File: src/rtl/cmm_pkg.sv
// cmm_pkg: shared types and constants for the complex matrix multiply block.
// Request kinds, queued command layout, back-end state encoding.
// No dependencies.
package cmm_pkg;

  localparam int MAT_DIM_DEF = 16;
  localparam int IDX_W       = 6;
  localparam int ELEM_W      = 16;
  localparam int SUM_W       = 39;
  localparam int ACC_W       = 40;
  localparam int QUEUE_DEPTH = 4;

  typedef enum logic [1:0] {
    REQ_LOAD_A  = 2'd0,
    REQ_LOAD_B  = 2'd1,
    REQ_COMPUTE = 2'd2
  } req_type_t;

  typedef struct packed {
    req_type_t                  kind;
    logic [IDX_W-1:0]           row;
    logic [IDX_W-1:0]           col;
    logic signed [ELEM_W-1:0]   re;
    logic signed [ELEM_W-1:0]   im;
  } cmd_t;

  typedef enum logic {
    BK_IDLE,
    BK_RUN
  } back_state_t;

endpackage

File: src/rtl/cmm_queue.sv
// cmm_queue: short command queue between front and back end.
// Depends on cmm_pkg.
module cmm_queue (
  input  logic          clk,
  input  logic          rst,
  input  logic          push,
  input  cmm_pkg::cmd_t push_cmd,
  input  logic          pop,
  output logic          full,
  output logic          not_empty,
  output cmm_pkg::cmd_t head
);

  localparam int PW = (cmm_pkg::QUEUE_DEPTH > 1) ? $clog2(cmm_pkg::QUEUE_DEPTH) : 1;
  localparam int CW = $clog2(cmm_pkg::QUEUE_DEPTH + 1);
  localparam logic [PW-1:0] PTR_LAST = PW'(cmm_pkg::QUEUE_DEPTH - 1);
  localparam logic [CW-1:0] CNT_FULL = CW'(cmm_pkg::QUEUE_DEPTH);

  cmm_pkg::cmd_t    entries [cmm_pkg::QUEUE_DEPTH];
  logic [PW-1:0]    wr_ptr;
  logic [PW-1:0]    rd_ptr;
  logic [CW-1:0]    count;

  assign full      = count == CNT_FULL;
  assign not_empty = count != '0;
  assign head      = entries[rd_ptr];

  always_ff @(posedge clk) begin
    if (push) begin
      entries[wr_ptr] <= push_cmd;
    end
  end

  always_ff @(posedge clk) begin
    if (rst) begin
      wr_ptr <= '0;
      rd_ptr <= '0;
      count  <= '0;
    end else begin
      if (push) begin
        wr_ptr <= (wr_ptr == PTR_LAST) ? '0 : wr_ptr + 1'b1;
      end
      if (pop) begin
        rd_ptr <= (rd_ptr == PTR_LAST) ? '0 : rd_ptr + 1'b1;
      end
      if (push && !pop) begin
        count <= count + 1'b1;
      end else if (pop && !push) begin
        count <= count - 1'b1;
      end
    end
  end

endmodule

File: config.mk
export PLATFORM = sky130hd
export DESIGN_NAME = cmm_queue
export DESIGN_NICKNAME = d
export VERILOG_FILES = /design/src/rtl/cmm_pkg.sv /design/src/rtl/cmm_queue.sv
export SDC_FILE = /design/constraint.sdc
export NUM_CORES = 1
export LEC_CHECK = 0
export BUFFER_PORTS_ARGS = -buffer_cell sky130_fd_sc_hd__buf_4
export CAP_MARGIN = 5
export CORE_MARGIN = 4
export CORE_UTILIZATION = 35
export CTS_CLUSTER_DIAMETER = 120
export CTS_CLUSTER_SIZE = 14
export DETAILED_ROUTE_END_ITERATION = 6
export HOLD_SLACK_MARGIN = 0.15
export PLACE_DENSITY_LB_ADDON = 0.05
export SYNTH_ARGS = -nofsm -noshare
export SYNTH_HDL_FRONTEND = slang
export SYNTH_SLANG_ARGS = --single-unit
File: constraint.sdc
create_clock -name clk -period 2.5 [get_ports clk]
set_input_delay 0.625 -clock clk [delete_from_list [all_inputs] [get_ports clk]]
set_output_delay 0.625 -clock clk [all_outputs]
set_load 0.02 [all_outputs]
# == Word-level counts from Yosys, hierarchy flattened ==
# Memories as Yosys holds them, arrays and structs flattened. A register that Yosys moved wholly into a read port is not among the register bits.
# Cells that the tools add are included.
# op_classes
eq_ne,3
addsub,4
muxes,8
reduce_logical,6
# ops
op,n
$mux 2,4
$mux 3,2
$add 2x1->2 const B,2
$eq 2x2->1 const B,2
$add 3x1->3 const B,1
$eq 3x3->1 const B,1
$reduce_bool 3->1,1
$sub 3x1->3 const B,1
$logic_and 1x1->1,2
$logic_not 1->1,2
$mux 1,2
$reduce_bool 2->1,1
# totals
mem_count,1
wordCells,25
out_inout_bits,48
inputBits,50
register_bits,7
ramBits,184
# memory_table
memory,depth,width,rd,rd_ports_with_merged_regs,write_ports,line,text
entries,4,46,1,1,1,cmm_queue.sv:19,cmm_pkg::cmd_t entries [cmm_pkg::QUEUE_DEPTH];

# == Longest topological paths before layout ==
# depth
depth_word,4
ltp_mapped,7
depth_no_buf,7

# == Least setup slack after synthesis ==
# No wires, ideal clock.
# synth_path
path_kind,input port to flip-flop
from,input push
to,"memory entries[0][0] (netlist bit), enable pin"
path_buffers,0
required_ns,2.092
slack_ns,0.362
setup_ns,0.408
path_stages,1
arrival_time_ns,1.730
path_cell_list,and2_1
# synth_via
elab_chain_cells,2
# synth_lines
element,line,text
"start, declared",cmm_queue.sv:6,"input logic push,"
$mux 1,cmm_queue.sv:29,if (push) begin
$mux 1 (implied by the code),cmm_queue.sv:30,entries[wr_ptr] <= push_cmd;
"end, declared",cmm_queue.sv:19,
# Every way passes these cells.

==> flow_summary.ini <==
[status]
status = finished clean

[global_routing]
grt_use_met1 = 0.1637
busiest_layer = met2
use_met2 = 0.2025
antenna_found_initial = 0
grt_pass1_wl_um = 20600
grt_max_degree = 43
grt.total_usage = 0.1246
grt_overflow_total = 0
first_global_vias = 3586
grtUsageMet3 = 0.03740

[pwr]
power.density_mw_per_mm2 = 789.4
p_leak_nw = 2.946
max-vdd-ir-drop_mv = 0.4379
total_power_mw = 6.895

[sta]
fin_crit_ps = 2427
rsz0062_at_grt = yes
setup_viol = 0
tns_ps = 0
max_slew_margin = 0.6886
skew_ps = 7.525
fmax_mhz = 412.0
worst_pin_slew_ps = 467.1
drv_slew = 0
period_share = 0.9708
hold_slack_ps = 405.7
hold_viol_final = 0

[routing]
dr.pass1.iters = 4
totalWireLength_um = 13490
vias_per_cell = 4.705
first_iter_violations = 128
postRouteAntennaNets = 0
vias = 3185
route.detailed.drc = 0
wire_per_inst_um = 19.93

[place]
io_buffer_count = 97
place_hpwl_um = 8062
placed_cells = 647
place.gp.congestion = 0.7224

[clock_tree]
cts_tree = built
clock_path_buffers = 2
clkTransAtPathRegs_ps = 70
h-tree-depth = 4
cts_root_buf = clkbuf_16
ctsHoldBuffers = 0
clk_latency_ps = 420
clock_sinks = 193
cts_buffers = 17

[min_path]
min_path_type = input port to register

[worst_setup_path]
crit_path_max_incr_delay_ps = 600
crit_chain = buf_12 > mux4_1 > buf_4
required_ps = 1880
path_max_fanout = 21
path_class = register to output port
end_kind = output port
worstPathArrival_ps = 1800
critPathSlowestCell = mux4_1
start_kind = register

[layout]
seq_area_mm2 = 0.005710
num_antenna_cells = 0
utilization = 0.4416
final_nets = 458
areaGrowthSynthToFinish_pct = 22.30
final_common_cell = edfxtp_1
nFillCells = 1745
drive_gt1_frac = 0.4417
final_cell_count_no_fill = 677
multiInputGateArea_mm2 = 0.001295
final_cell_mix = edfxtp_1 (184), buf_4 (103), mux4_2 (44), clkbuf_16 (17)

[synthesis]
synthTopCellsByArea = edfxtp_1 (77%), mux4_2 (13%), dfxtp_1 (2.5%)
yosysTopAreaCell = edfxtp_1
synth_cells = 284
synth_cell_type_count = 19
synthDominantCellAreaShare = 0.7737
synth_area_mm2 = 0.007142
yosysWarningCount = 0
synth.ff_latch_count = 193
syn-num-nets = 341
syn_area_per_cell_um2 = 25.15
ys_seq_area_frac = 0.7989

[die]
core_mm2 = 0.01978
die_y_um = 150.8
die-area_mm2 = 0.02275
num_io_pins = 98
die_w_um = 150.8
rows = 51
start_util = 0.3610

[flow_run]
drv_cap = 0
[layer usage]
metal  share of wire  up-vias
li1                -     1429
met1            0.46     1680
met2            0.49       70
met3           0.042        6
met4          0.0098        0
met5               0        -
[metrics by stage]
step           cell area, um^2  setup slack, ps
2_1_floorplan             7142            361.7
3_3_place_gp              8240            442.2
3_5_place_dp              8240            393.6
4_1_cts                   8746            4.913
5_1_grt                   8735           -9.672
6_report                  8735            72.97
[synth_stat cells, drive strengths merged]
cell    count
or3         2
and2        4
ha          6
mux4       46
a21oi       2
fa          1
nor2        7
buf         9
xor2        2
edfxtp    184
dfxtp       9
o21ai       1
nor3b       2
clkbuf      1
mux2i       4
inv         4
[layout make-up]
class | count | share of cell area
clock buffer | 19 | 0.04956
timing repair buffer | 108 | 0.1008
multi-input combinational | 77 | 0.1483
clock inverter | 11 | 0.007879
sequential | 193 | 0.6538
tap | 265 | 0.03796
inverter | 4 | 0.001719
[worst paths after layout]
kind | startpoint | to | slack [ps] | cells after the start
worst max-delay path | register | head[37] | 70 | 3
worst min register to register | count[2]$_SDFFE_PP0P_ | count[2]$_SDFFE_PP0P_ | 510 | 2
worst min-delay path | push_cmd[16] | entries[1][16]$_DFFE_PP_ | 410 | 1
worst max register to register | wr_ptr[0]$_SDFFE_PP0P_ | entries[0][3]$_DFFE_PP_ | 960 | 4
[critical path, delay by kind of cell (launching register included)]
family,cells,cell delay (ps)
buffers and inverters,2,400
multiplexers,1,600
flip-flops,1,380
[state kept, by name, summed over array words and instances, names as in the netlist, named ones only]
register  cells
count         3
entries     184
rd_ptr        2
wr_ptr        2
[power breakdown]
group / internal [mW] / leakage (nW) / switching [mW]
logic: 0.381 / 0.946 / 0.428
clock network: 1.25 / 0.235 / 1.10
registers: 3.70 / 1.77 / 0.0422
total: 5.33 / 2.95 / 1.57
[cells by family (layout without fill, tap and decap cells)]
family          count (synthesis)  after routing  synth area share
flops                         193            193            0.7989
mux                            50             50            0.1538
simple gates                   15             15           0.01104
buf+inv                        14            142           0.01839
fa+ha+maj                       7              7           0.01331
compound gates                  3              3          0.002102
xor+xnor                        2              2          0.002453
[what timing repair did]
| action | 4_1_cts | 5_1_grt |
|---|---|---|
| setup endpoints to repair | 1 | 4 |
| gates cloned | 0 | 0 |
| setup buffers | 0 | 0 |
| gates resized for setup | 2 | 3 |
Power figures use the tool's default switching activity.
